`src/hdl/cit_pkg.sv`:
```
// Package for the circular interpolation table: widths, opcodes, status codes,
// register indexes and the CORDIC arctangent table. No dependencies.
`timescale 1ns / 1ps
package cit_pkg;
  localparam int unsigned BinsDefault   = 64;
  localparam int unsigned StepsDefault  = 16;
  localparam int unsigned AngW          = 15;
  localparam int unsigned NoiseW        = 16;
  localparam int unsigned Circle        = 23040;
  localparam int unsigned FineCircle    = 360 * 16384;
  localparam int unsigned FineW         = 24;

  localparam logic [1:0] OpClear  = 2'd0;
  localparam logic [1:0] OpInsert = 2'd1;
  localparam logic [1:0] OpEval   = 2'd2;
  localparam logic [1:0] OpNone   = 2'd3;

  localparam logic [1:0] StOk    = 2'd0;
  localparam logic [1:0] StFull  = 2'd1;
  localparam logic [1:0] StEmpty = 2'd2;

  localparam logic [1:0] RegOwnX = 2'd0;
  localparam logic [1:0] RegOwnY = 2'd1;
  localparam logic [1:0] RegTgtX = 2'd2;
  localparam logic [1:0] RegTgtY = 2'd3;

  // atan(2^-i) in 1/16384 degree
  function automatic logic [FineW-1:0] atan_fine(input logic [5:0] i);
    logic [FineW-1:0] r;
    begin
      case (i)
        6'd0: r = 24'd737280;  6'd1: r = 24'd435242;  6'd2: r = 24'd229970;
        6'd3: r = 24'd116736;  6'd4: r = 24'd58595;   6'd5: r = 24'd29326;
        6'd6: r = 24'd14667;   6'd7: r = 24'd7334;    6'd8: r = 24'd3667;
        6'd9: r = 24'd1833;    6'd10: r = 24'd917;    6'd11: r = 24'd458;
        6'd12: r = 24'd229;    6'd13: r = 24'd115;    6'd14: r = 24'd57;
        6'd15: r = 24'd29;     6'd16: r = 24'd14;     6'd17: r = 24'd7;
        6'd18: r = 24'd4;      6'd19: r = 24'd2;      6'd20: r = 24'd1;
        default: r = '0;
      endcase
      return r;
    end
  endfunction
endpackage

```
`src/hdl/cit_ram.sv`:
```
// Generic single-port RAM with registered read.
// No dependencies.
`timescale 1ns / 1ps
module cit_ram #(
  parameter int unsigned Width = 16,
  parameter int unsigned Depth = 64
) (
  input  logic                     clk_i,
  input  logic                     we_i,
  input  logic [$clog2(Depth)-1:0] addr_i,
  input  logic [Width-1:0]         wdata_i,
  output logic [Width-1:0]         rdata_o
);
  logic [Width-1:0] mem_q [Depth];

  always_ff @(posedge clk_i) begin
    if (we_i) begin
      mem_q[addr_i] <= wdata_i;
    end
    rdata_o <= mem_q[addr_i];
  end
endmodule

```
`src/hdl/cit_divider.sv`:
```
// Restoring divider, one quotient bit per cycle, for the interpolation.
// Unsigned magnitude in, quotient rounded half up (numerator carries den/2).
`timescale 1ns / 1ps
module cit_divider #(
  parameter int unsigned NumW = 32,
  parameter int unsigned DenW = 16
) (
  input  logic            clk_i,
  input  logic            rst_ni,
  input  logic            start_i,
  input  logic [NumW-1:0] num_i,
  input  logic [DenW-1:0] den_i,
  output logic            done_o,
  output logic [NumW-1:0] quot_o
);
  localparam int unsigned CntW = $clog2(NumW + 1);
  logic [NumW-1:0] quot_q, quot_d;
  logic [DenW:0]   rem_q, rem_d;
  logic [DenW-1:0] den_q;
  logic [CntW-1:0] cnt_q, cnt_d;
  logic            busy_q, done_q;
  logic [DenW:0]   trial;

  always_comb begin
    trial  = {rem_q[DenW-1:0], quot_q[NumW-1]};
    quot_d = {quot_q[NumW-2:0], 1'b0};
    rem_d  = trial;
    if (trial >= {1'b0, den_q}) begin
      rem_d     = trial - {1'b0, den_q};
      quot_d[0] = 1'b1;
    end
    cnt_d = cnt_q - CntW'(1);
  end

  always_ff @(posedge clk_i or negedge rst_ni) begin
    if (!rst_ni) begin
      busy_q <= 1'b0;
      done_q <= 1'b0;
      cnt_q  <= '0;
    end else begin
      done_q <= 1'b0;
      if (start_i) begin
        busy_q <= 1'b1;
        cnt_q  <= CntW'(NumW);
      end else if (busy_q) begin
        cnt_q <= cnt_d;
        if (cnt_q == CntW'(1)) begin
          busy_q <= 1'b0;
          done_q <= 1'b1;
        end
      end
    end
  end

  always_ff @(posedge clk_i) begin
    if (start_i) begin
      quot_q <= num_i;
      rem_q  <= '0;
      den_q  <= den_i;
    end else if (busy_q) begin
      quot_q <= quot_d;
      rem_q  <= rem_d;
    end
  end

  assign done_o = done_q;
  assign quot_o = quot_q;
endmodule

```
`src/hdl/cit_regs.sv`:
```
// APB register file holding own ship and target positions.
// Depends on cit_pkg for register indexes.
`timescale 1ns / 1ps
module cit_regs (
  input  logic        clk_i,
  input  logic        rst_ni,
  input  logic        psel,
  input  logic        penable,
  input  logic        pwrite,
  input  logic [3:0]  paddr,
  input  logic [31:0] pwdata,
  output logic [31:0] prdata,
  output logic        pready,
  output logic signed [31:0] own_x_o,
  output logic signed [31:0] own_y_o,
  output logic signed [31:0] tgt_x_o,
  output logic signed [31:0] tgt_y_o
);
  import cit_pkg::*;
  logic [31:0] reg_q [4];
  logic [1:0]  idx;
  logic        wr;

  assign idx    = paddr[3:2];
  assign wr     = psel && penable && pwrite;
  assign pready = 1'b1;
  assign prdata = (paddr[1:0] == 2'b00) ? reg_q[idx] : 32'd0;

  always_ff @(posedge clk_i or negedge rst_ni) begin
    if (!rst_ni) begin
      for (int k = 0; k < 4; k++) reg_q[k] <= '0;
    end else if (wr && paddr[1:0] == 2'b00) begin
      reg_q[idx] <= pwdata;
    end
  end

  assign own_x_o = reg_q[RegOwnX];
  assign own_y_o = reg_q[RegOwnY];
  assign tgt_x_o = reg_q[RegTgtX];
  assign tgt_y_o = reg_q[RegTgtY];
endmodule

```
`src/hdl/circular_interp_table.sv`:
```
// Top level of the circular interpolation table: sequencer, bin RAMs,
// CORDIC datapath and divider. Depends on cit_pkg, cit_ram, cit_divider, cit_regs.
`timescale 1ns / 1ps
// A word is taken when start_i is high and busy_o low; its result word
// appears for a single cycle with done_o and cannot be held off, and the
// next word can be taken in that same cycle. Clear and the unused opcode
// go straight to S_OUT, which gives their result. Insert scans the table
// entry by entry through the single RAM port and then shifts the tail up
// one entry at a time; a bearing already held only has its noise rewritten,
// and a new bearing on a full table gives StFull. On a non-empty table
// Evaluate runs CORDIC_STEPS iterations of the iterative add/shift unit,
// scans for the bracketing bins, then runs the 34-bit divider; an empty
// table gives StEmpty. A bearing that hits a bin exactly skips the divider.
module circular_interp_table #(
  parameter int unsigned BINS         = cit_pkg::BinsDefault,
  parameter int unsigned CORDIC_STEPS = cit_pkg::StepsDefault
) (
  input  logic        clk_i,
  input  logic        rst_ni,
  input  logic        start_i,
  output logic        busy_o,
  input  logic [1:0]  opcode_i,
  input  logic [14:0] angle_i,
  input  logic signed [15:0] noise_level_i,
  output logic        done_o,
  output logic signed [15:0] utility_o,
  output logic [6:0]  bin_count_o,
  output logic [1:0]  status_o,
  input  logic        psel,
  input  logic        penable,
  input  logic        pwrite,
  input  logic [3:0]  paddr,
  input  logic [31:0] pwdata,
  output logic [31:0] prdata,
  output logic        pready
);
  import cit_pkg::*;
  localparam int unsigned AW = (BINS > 1) ? $clog2(BINS) : 1;
  localparam int unsigned CW = $clog2(BINS + 1);
  localparam int unsigned SW = $clog2(CORDIC_STEPS + 1);
  localparam int unsigned NumW = 34;

  typedef enum logic [4:0] {
    S_IDLE, S_ISCAN, S_ISCANW, S_SHRD, S_SHWR, S_IWR,
    S_CSUB, S_CINIT, S_CITER, S_CFIN, S_MIR,
    S_ESCAN, S_ESCANW, S_ERD0, S_ERD0W, S_ERDL, S_ERDLW, S_MUL, S_DSTART, S_DIV,
    S_OUT
  } state_e;

  state_e state_q;
  logic signed [31:0] own_x, own_y, tgt_x, tgt_y;

  cit_regs u_regs (
    .clk_i, .rst_ni, .psel, .penable, .pwrite, .paddr, .pwdata, .prdata, .pready,
    .own_x_o(own_x), .own_y_o(own_y), .tgt_x_o(tgt_x), .tgt_y_o(tgt_y)
  );

  logic [14:0] ang_q;
  logic signed [15:0] noise_q;
  logic [CW-1:0] used_q, idx_q, pos_q;
  logic [AW-1:0] addr;
  logic          we;
  logic [14:0]   wbear, rbear;
  logic [15:0]   wnoise, rnoise;
  logic signed [15:0] utility_q;
  logic [1:0]    status_q;
  logic          done_q;

  cit_ram #(.Width(AngW), .Depth(BINS)) u_bear (
    .clk_i, .we_i(we), .addr_i(addr), .wdata_i(wbear), .rdata_o(rbear));
  cit_ram #(.Width(NoiseW), .Depth(BINS)) u_noise (
    .clk_i, .we_i(we), .addr_i(addr), .wdata_i(wnoise), .rdata_o(rnoise));

  // CORDIC registers
  logic signed [35:0] cx_q, cy_q;
  logic signed [FineW+1:0] cz_q;
  logic [SW-1:0] step_q;
  logic signed [32:0] dx_q, dy_q;
  logic [14:0] tb_q;
  logic [15:0] b_q;
  logic signed [35:0] xs, ys;
  logic [5:0] sh;
  logic signed [FineW+1:0] h;
  logic [FineW+1:0] hr;
  logic [16:0] mir_v;
  logic [15:0] mir_b;

  assign sh = 6'(step_q);
  assign xs = cx_q >>> sh;
  assign ys = cy_q >>> sh;

  // interpolation operands
  logic [14:0] lo_b;
  logic [15:0] hi_b;
  logic signed [15:0] lo_n, hi_n;
  logic [15:0] span, wa, wb;
  logic signed [33:0] acc_q;
  logic signed [32:0] prod;
  logic        mul_ph_q, acc_neg;
  logic [15:0] den_q;
  logic        div_start;
  logic        div_done;
  logic [NumW-1:0] div_num, quot;

  assign prod = $signed({1'b0, mul_ph_q ? wb : wa}) *
                (mul_ph_q ? hi_n : lo_n);
  assign div_num = acc_neg ? NumW'(-acc_q) + NumW'(den_q >> 1)
                           : NumW'(acc_q) + NumW'(den_q >> 1);

  cit_divider #(.NumW(NumW), .DenW(16)) u_div (
    .clk_i, .rst_ni, .start_i(div_start), .num_i(div_num), .den_i(den_q),
    .done_o(div_done), .quot_o(quot));

  logic signed [16:0] res;
  always_comb begin
    res = acc_neg ? 17'(quot) : -17'(quot);
  end

  logic [15:0] b_plus;
  always_comb begin
    addr   = AW'(idx_q);
    we     = 1'b0;
    wbear  = rbear;
    wnoise = rnoise;
    div_start = 1'b0;
    case (state_q)
      S_SHWR: begin
        we = 1'b1;
      end
      S_IWR: begin
        we = 1'b1; wbear = ang_q; wnoise = noise_q;
      end
      S_SHRD: addr = AW'(idx_q - CW'(1));
      S_ERDL: addr = AW'(used_q - CW'(1));
      S_ERD0: addr = '0;
      S_DSTART: div_start = 1'b1;
      default: ;
    endcase
    b_plus = b_q + 16'(Circle);
    span = hi_b - 16'(lo_b);
    wa = hi_b - b_q;
    wb = b_q - 16'(lo_b);
    h = cz_q;
    if (h >= $signed((FineW+2)'(FineCircle))) h = h - (FineW+2)'(FineCircle);
    if (h < 0) h = h + (FineW+2)'(FineCircle);
    hr = (FineW+2)'(h + 128) >> 8;
    // 2*tb - course, folded into 0..23039
    mir_v = {1'b0, tb_q, 1'b0} + 17'(Circle) - {2'b0, ang_q};
    if (mir_v >= 17'(2 * Circle)) mir_b = 16'(mir_v - 17'(2 * Circle));
    else if (mir_v >= 17'(Circle)) mir_b = 16'(mir_v - 17'(Circle));
    else mir_b = 16'(mir_v);
  end

  logic        wrapmode_q;

  always_ff @(posedge clk_i or negedge rst_ni) begin
    if (!rst_ni) begin
      state_q   <= S_IDLE;
      used_q    <= '0;
      done_q    <= 1'b0;
      utility_q <= '0;
      status_q  <= StOk;
    end else begin
      done_q <= 1'b0;
      case (state_q)
        S_IDLE: begin
          if (start_i) begin
            ang_q   <= (angle_i >= 15'(Circle)) ? angle_i - 15'(Circle) : angle_i;
            noise_q <= noise_level_i;
            idx_q   <= '0;
            status_q  <= StOk;
            utility_q <= '0;
            case (opcode_i)
              OpClear: begin used_q <= '0; state_q <= S_OUT; end
              OpInsert: state_q <= S_ISCAN;
              OpEval: state_q <= (used_q == '0) ? S_OUT : S_CSUB;
              default: state_q <= S_OUT;
            endcase
            if (opcode_i == OpEval && used_q == '0) status_q <= StEmpty;
          end
        end
        S_ISCAN: begin
          if (idx_q == used_q) begin
            if (used_q == CW'(BINS)) begin
              status_q <= StFull; state_q <= S_OUT;
            end else begin
              pos_q <= used_q; state_q <= S_SHRD;
            end
          end else state_q <= S_ISCANW;
        end
        S_ISCANW: begin
          if (rbear == ang_q) begin
            state_q <= S_IWR;
          end else if (ang_q < rbear) begin
            if (used_q == CW'(BINS)) begin
              status_q <= StFull; state_q <= S_OUT;
            end else begin
              pos_q <= idx_q;
              idx_q <= used_q; state_q <= S_SHRD;
            end
          end else begin
            idx_q <= idx_q + CW'(1); state_q <= S_ISCAN;
          end
        end
        // shift from the top down to the insert point held in pos_q
        S_SHRD: begin
          if (idx_q == pos_q) begin
            used_q <= used_q + CW'(1); state_q <= S_IWR;
          end else state_q <= S_SHWR;
        end
        S_SHWR: begin
          idx_q <= idx_q - CW'(1); state_q <= S_SHRD;
        end
        S_IWR: state_q <= S_OUT;
        S_CSUB: begin
          dx_q <= 33'(tgt_x) - 33'(own_x);
          dy_q <= 33'(tgt_y) - 33'(own_y);
          state_q <= S_CINIT;
        end
        S_CINIT: begin
          step_q <= '0;
          if (dx_q == 0 && dy_q == 0) begin
            tb_q <= 15'd5760; state_q <= S_MIR;
          end else begin
            if (dy_q < 0) begin
              cx_q <= -36'(dy_q); cy_q <= -36'(dx_q); cz_q <= 26'(180 * 16384);
            end else begin
              cx_q <= 36'(dy_q); cy_q <= 36'(dx_q); cz_q <= '0;
            end
            state_q <= S_CITER;
          end
        end
        S_CITER: begin
          if (cy_q >= 0) begin
            cx_q <= cx_q + ys; cy_q <= cy_q - xs;
            cz_q <= cz_q + $signed({2'b0, atan_fine(sh)});
          end else begin
            cx_q <= cx_q - ys; cy_q <= cy_q + xs;
            cz_q <= cz_q - $signed({2'b0, atan_fine(sh)});
          end
          step_q <= step_q + SW'(1);
          if (step_q == SW'(CORDIC_STEPS - 1)) state_q <= S_CFIN;
        end
        S_CFIN: begin
          tb_q <= (hr >= 26'(Circle)) ? 15'(hr - 26'(Circle)) : 15'(hr);
          state_q <= S_MIR;
        end
        S_MIR: begin
          b_q <= mir_b;
          idx_q <= '0;
          state_q <= S_ESCAN;
        end
        S_ESCAN: begin
          if (idx_q == used_q) state_q <= S_ERDL;
          else state_q <= S_ESCANW;
        end
        S_ESCANW: begin
          if ({1'b0, rbear} == b_q) begin
            utility_q <= (rnoise == 16'h8000) ? 16'sh7fff : -$signed(rnoise);
            state_q <= S_OUT;
          end else if (b_q < {1'b0, rbear}) begin
            if (idx_q == '0) state_q <= S_ERDL;
            else begin
              hi_b <= {1'b0, rbear}; hi_n <= rnoise; idx_q <= idx_q - CW'(1);
              wrapmode_q <= 1'b0; state_q <= S_ERD0;
            end
          end else begin
            lo_b <= rbear; lo_n <= rnoise;
            idx_q <= idx_q + CW'(1); state_q <= S_ESCAN;
          end
        end
        S_ERD0: state_q <= S_ERD0W;
        S_ERD0W: begin
          if (wrapmode_q) begin
            hi_b <= 16'(rbear) + 16'(Circle); hi_n <= rnoise;
            if (b_q < 16'(lo_b)) b_q <= b_plus;
          end
          mul_ph_q <= 1'b0; acc_q <= '0; state_q <= S_MUL;
        end
        S_ERDL: state_q <= S_ERDLW;
        S_ERDLW: begin
          lo_b <= rbear; lo_n <= rnoise; wrapmode_q <= 1'b1;
          state_q <= S_ERD0;
        end
        S_MUL: begin
          acc_q <= acc_q + 34'(prod);
          if (!mul_ph_q) begin
            mul_ph_q <= 1'b1;
            den_q <= span;
          end else state_q <= S_DSTART;
        end
        S_DSTART: state_q <= S_DIV;
        S_DIV: begin
          if (div_done) begin
            if (res > 17'sd32767) utility_q <= 16'sh7fff;
            else if (res < -17'sd32768) utility_q <= 16'sh8000;
            else utility_q <= 16'(res);
            state_q <= S_OUT;
          end
        end
        S_OUT: begin
          done_q <= 1'b1; state_q <= S_IDLE;
        end
        default: state_q <= S_IDLE;
      endcase
    end
  end

  // neg when accumulated numerator below zero
  always_comb acc_neg = acc_q[33];

  assign busy_o      = (state_q != S_IDLE);
  assign done_o      = done_q;
  assign utility_o   = utility_q;
  assign bin_count_o = 7'(used_q);
  assign status_o    = status_q;

  a_done_idle: assert property (@(posedge clk_i) disable iff (!rst_ni)
    done_q |-> state_q == S_IDLE) else $error("done outside idle");
  a_used_max: assert property (@(posedge clk_i) disable iff (!rst_ni)
    used_q <= CW'(BINS)) else $error("bin count overflow");
  a_busy_start: assert property (@(posedge clk_i) disable iff (!rst_ni)
    start_i && !busy_o |=> busy_o) else $error("accepted word dropped");
endmodule

```
`config.mk`:
```
export PLATFORM = sky130hd
export DESIGN_NAME = circular_interp_table
export DESIGN_NICKNAME = d
export VERILOG_FILES = /design/src/hdl/cit_pkg.sv /design/src/hdl/cit_ram.sv /design/src/hdl/cit_divider.sv /design/src/hdl/cit_regs.sv /design/src/hdl/circular_interp_table.sv
export SDC_FILE = /design/constraint.sdc
export NUM_CORES = 2
export LEC_CHECK = 0
export BUFFER_PORTS_ARGS = -buffer_cell sky130_fd_sc_hd__buf_4
export CAP_MARGIN = 20
export CORE_UTILIZATION = 40
export CTS_BUF_LIST = sky130_fd_sc_hd__clkbuf_8 sky130_fd_sc_hd__clkbuf_16
export DETAILED_ROUTE_END_ITERATION = 6
export HOLD_SLACK_MARGIN = 0.03
export MAX_ROUTING_LAYER = met4
export PLACE_DENSITY_LB_ADDON = 0.08
export SYNTH_ARGS = -nofsm -noshare
export SYNTH_HDL_FRONTEND = slang
export SYNTH_SLANG_ARGS = --single-unit
```
`constraint.sdc`:
```
create_clock -name clk_i -period 10.1 [get_ports clk_i]
set_clock_uncertainty 0.1 [all_clocks]
set_input_delay 2.02 -clock clk_i [delete_from_list [all_inputs] [get_ports clk_i]]
set_output_delay 2.02 -clock clk_i [all_outputs]
set_load 0.01 [all_outputs]
```
==> flow_summary.toml <==
[worst_setup_path]
cp_data_arrival_time_ns = 10.48
cpPeakStageDelay_ns = 0.55
path_common_cell = "fa_1"
critical_path.max_fanout = 5
cp-end-kind = "register"
required_ns = 10.65
reg2reg_slack_ns = 0.17
reg2reg_depth = 43
reg2reg_to = "acc_q[33]$_SDFFCE_PN0P_"
critical_path_class = "register to register"
cp-start-kind = "register"
r2r_start = "hi_b[1]$_DFFE_PP_"
crit_slowest_cell = "fa_1"

[timing]
finalHoldViolCount = 0
rsz0062_at_grt = "true"
worstMarginPinSlew_ns = 1.258
slew_headroom = 0.1537
fmax_mhz = 100.7
fin_crit_ns = 9.935
maxSlewViolCount = 0
min_period_over_period = 0.9836
setup_violations = 0

[routing]
postRouteAntennaNets = 0
drtIter0Drc = 8774
drc_errors = 0
top_layer = "met4"
wl_met2_um = 203500
dr_wl_met3_um = 27220
wire_per_inst_um = 28.45
dr.pass1.iters = 6
via_count = 91700
wl_met1_um = 201000
vias_per_cell = 5.902
routed_wl_um = 442100

[clock_network]
cts.path.max_buffers = 4
h-tree-depth = 5
clk_latency_ns = 0.93
clk_pin_slew_ns = 0.06
cts.sinks = 2628
cts-root-buf = "clkbuf_16"
cts_hold_buf = 0
cts_tree = "done"
cts_made_buffers = 298

[global_route]
gr-total-overflow = 0
grt_max_degree = 129
first_global_vias = 89900
antenna_found_initial = 30
track_usage = 0.2661
grt_pass1_wl_um = 637100

[die]
die_y_um = 579.4
coreArea_um2 = 331100
initial_utilization = 0.4028
row_count = 211
die_w_um = 579.4
die_area_um2 = 335700
io_pins = 135

[synth]
synth_ff_type = "edfxtp_1"
synth_edf_count = 2394
seq_area_frac_synth = 0.5805
async_flop_share = 0.06355
syn_area_um2 = 133300
postSynthNetCount = 11270
synth_warnings = 0
synth_seq_cells = 2628
synthCells = 10460
ys_types = 99
syn_avg_cell_area_um2 = 12.75

[worst_hold_path]
hold_path.class = "register to register"
hp-start = "den_q[0]$_DFFE_PP_"
whs_path_depth = 0
hold_path_end = "u_div.den_q[0]$_DFFE_PP_"

[finish]
final_util = 0.4625
final_cell_mix = "edfxtp_1, a22oi_1, inv_1, nand2_1, buf_4"
layout.nets = 11730
final_cell_area_um2 = 153100
drive_gt1_frac = 0.1433
final_common_cell = "edfxtp_1"
stdcell_count = 15540
syn2layout_area_growth_pct = 14.82

[placement]
placed_cells = 14960
gp_congestion = 0.9328
post_dp_cell_area_um2 = 142800
dp_hpwl_um = 291100
port_buffers = 133

[job]
cap_viol_max_count = 0

[run_status]
status = "completed"
[cell families (layout without fill, tap and decap cells)]
kind of cell    count (synthesis)  in the layout  share of synthesized area
compound gates               2806           2806                     0.1464
xor+xnor                      531            531                    0.03499
fa+ha+maj                     730            730                    0.08409
buf+inv                      1162           1865                    0.03356
flops                        2628           2628                     0.5805
mux                           367            367                    0.04092
other cells                     1             10                 0.00002812
simple gates                 2236           2236                    0.07952
[cells in the mapped netlist (all sizes together) (159+ instances only)]
master / instances / area share
nor2: 630 / 0.018
xnor2: 347 / 0.023
xor2: 183 / 0.012
a21oi: 401 / 0.015
fa: 277 / 0.042
a31oi: 182 / 0.0085
dfrtp: 167 / 0.031
edfxtp: 2394 / 0.54
a221oi: 159 / 0.010
clkbuf: 372 / 0.010
a22oi: 745 / 0.042
nand2: 686 / 0.019
o21ai: 452 / 0.017
inv: 652 / 0.018
ha: 453 / 0.043
[worst max-delay path: cells and delay by family (launching register included)]
kind	cells	cell delay (ns)
flip-flops	1	0.40
multiplexers	1	0.32
AND/OR/NAND/NOR	8	0.72
adder cells (fa/ha/maj)	9	3.74
buffers and inverters	7	0.78
AO/OA/AOI/OAI	17	3.51
XOR/XNOR	1	0.15
[per-layer routing]
| metal | global-route usage | vias to the layer above |
|---|---|---|
| li1 | - | 40980 |
| met1 | 0.3749 | 47130 |
| met2 | 0.4101 | 3011 |
| met3 | 0.03430 | 579 |
| met4 | 0.06107 | 0 |
| met5 | - | - |
[worst max path at each step]
| stage | from | endpoint | slack (ns) | cells past startpoint |
|---|---|---|---|---|
| 2_1_floorplan | hi_b[0]$_DFFE_PP_ | acc_q[33]$_SDFFCE_PN0P_ | 0.06 | 49 |
| 3_3_place_gp | b_q[1]$_DFFE_PP_ | acc_q[33]$_SDFFCE_PN0P_ | -1.07 | 47 |
| 3_5_place_dp | hi_b[1]$_DFFE_PP_ | acc_q[33]$_SDFFCE_PN0P_ | -0.81 | 45 |
| 4_1_cts | hi_b[0]$_DFFE_PP_ | acc_q[33]$_SDFFCE_PN0P_ | 0.02 | 45 |
| 5_1_grt | hi_b[1]$_DFFE_PP_ | acc_q[33]$_SDFFCE_PN0P_ | -0.29 | 43 |
| 6_report | hi_b[1]$_DFFE_PP_ | acc_q[33]$_SDFFCE_PN0P_ | 0.17 | 43 |
[flip-flops by register name (all words and copies together), names as in the netlist, 26 cells and up, named ones only]
| register | flops |
|---|---|
| u_regs.tgt_x_o | 32 |
| cz_q | 26 |
| cx_q | 36 |
| u_bear.mem_q | 960 |
| u_noise.mem_q | 1024 |
| dy_q | 33 |
| acc_q | 34 |
| cy_q | 36 |
| u_regs.own_y_o | 32 |
| u_regs.tgt_y_o | 32 |
| u_div.quot_o | 34 |
| u_regs.own_x_o | 32 |
| dx_q | 33 |
[cell type report]
cell class	instances	area, um^2
diodes	9	22.52
clock buffers	315	7747
clock inverters	227	1819
fillers	29850	178000
inverters	655	2459
multi-input cells	6671	52740
flip-flops and latches	2628	77410
well taps	4366	5463
repair buffers	668	5441
[per-stage QoR]
stage               worst slack, ns  setup TNS, ns  hold WS (ns)
floorplan                   0.05871              0        0.3003
global placement             -1.065         -6.632        0.3172
detailed placement          -0.8130         -4.670        0.3117
CTS                         0.01853              0        0.3174
global route                -0.2912         -1.155        0.3286
finish                       0.1653              0        0.3129
[repair_timing]
item                                    in CTS  in global routing
endpoints found under the hold margin        0                  0
endpoints found under the setup margin      12                 13
pin swaps                                   13                 60
setup buffers                                3                 14
gates resized for setup                     24                 91
Power is left out: the tool's default activity adds up to more than one toggle a clock period on the data nets, which glitch-free logic cannot reach.
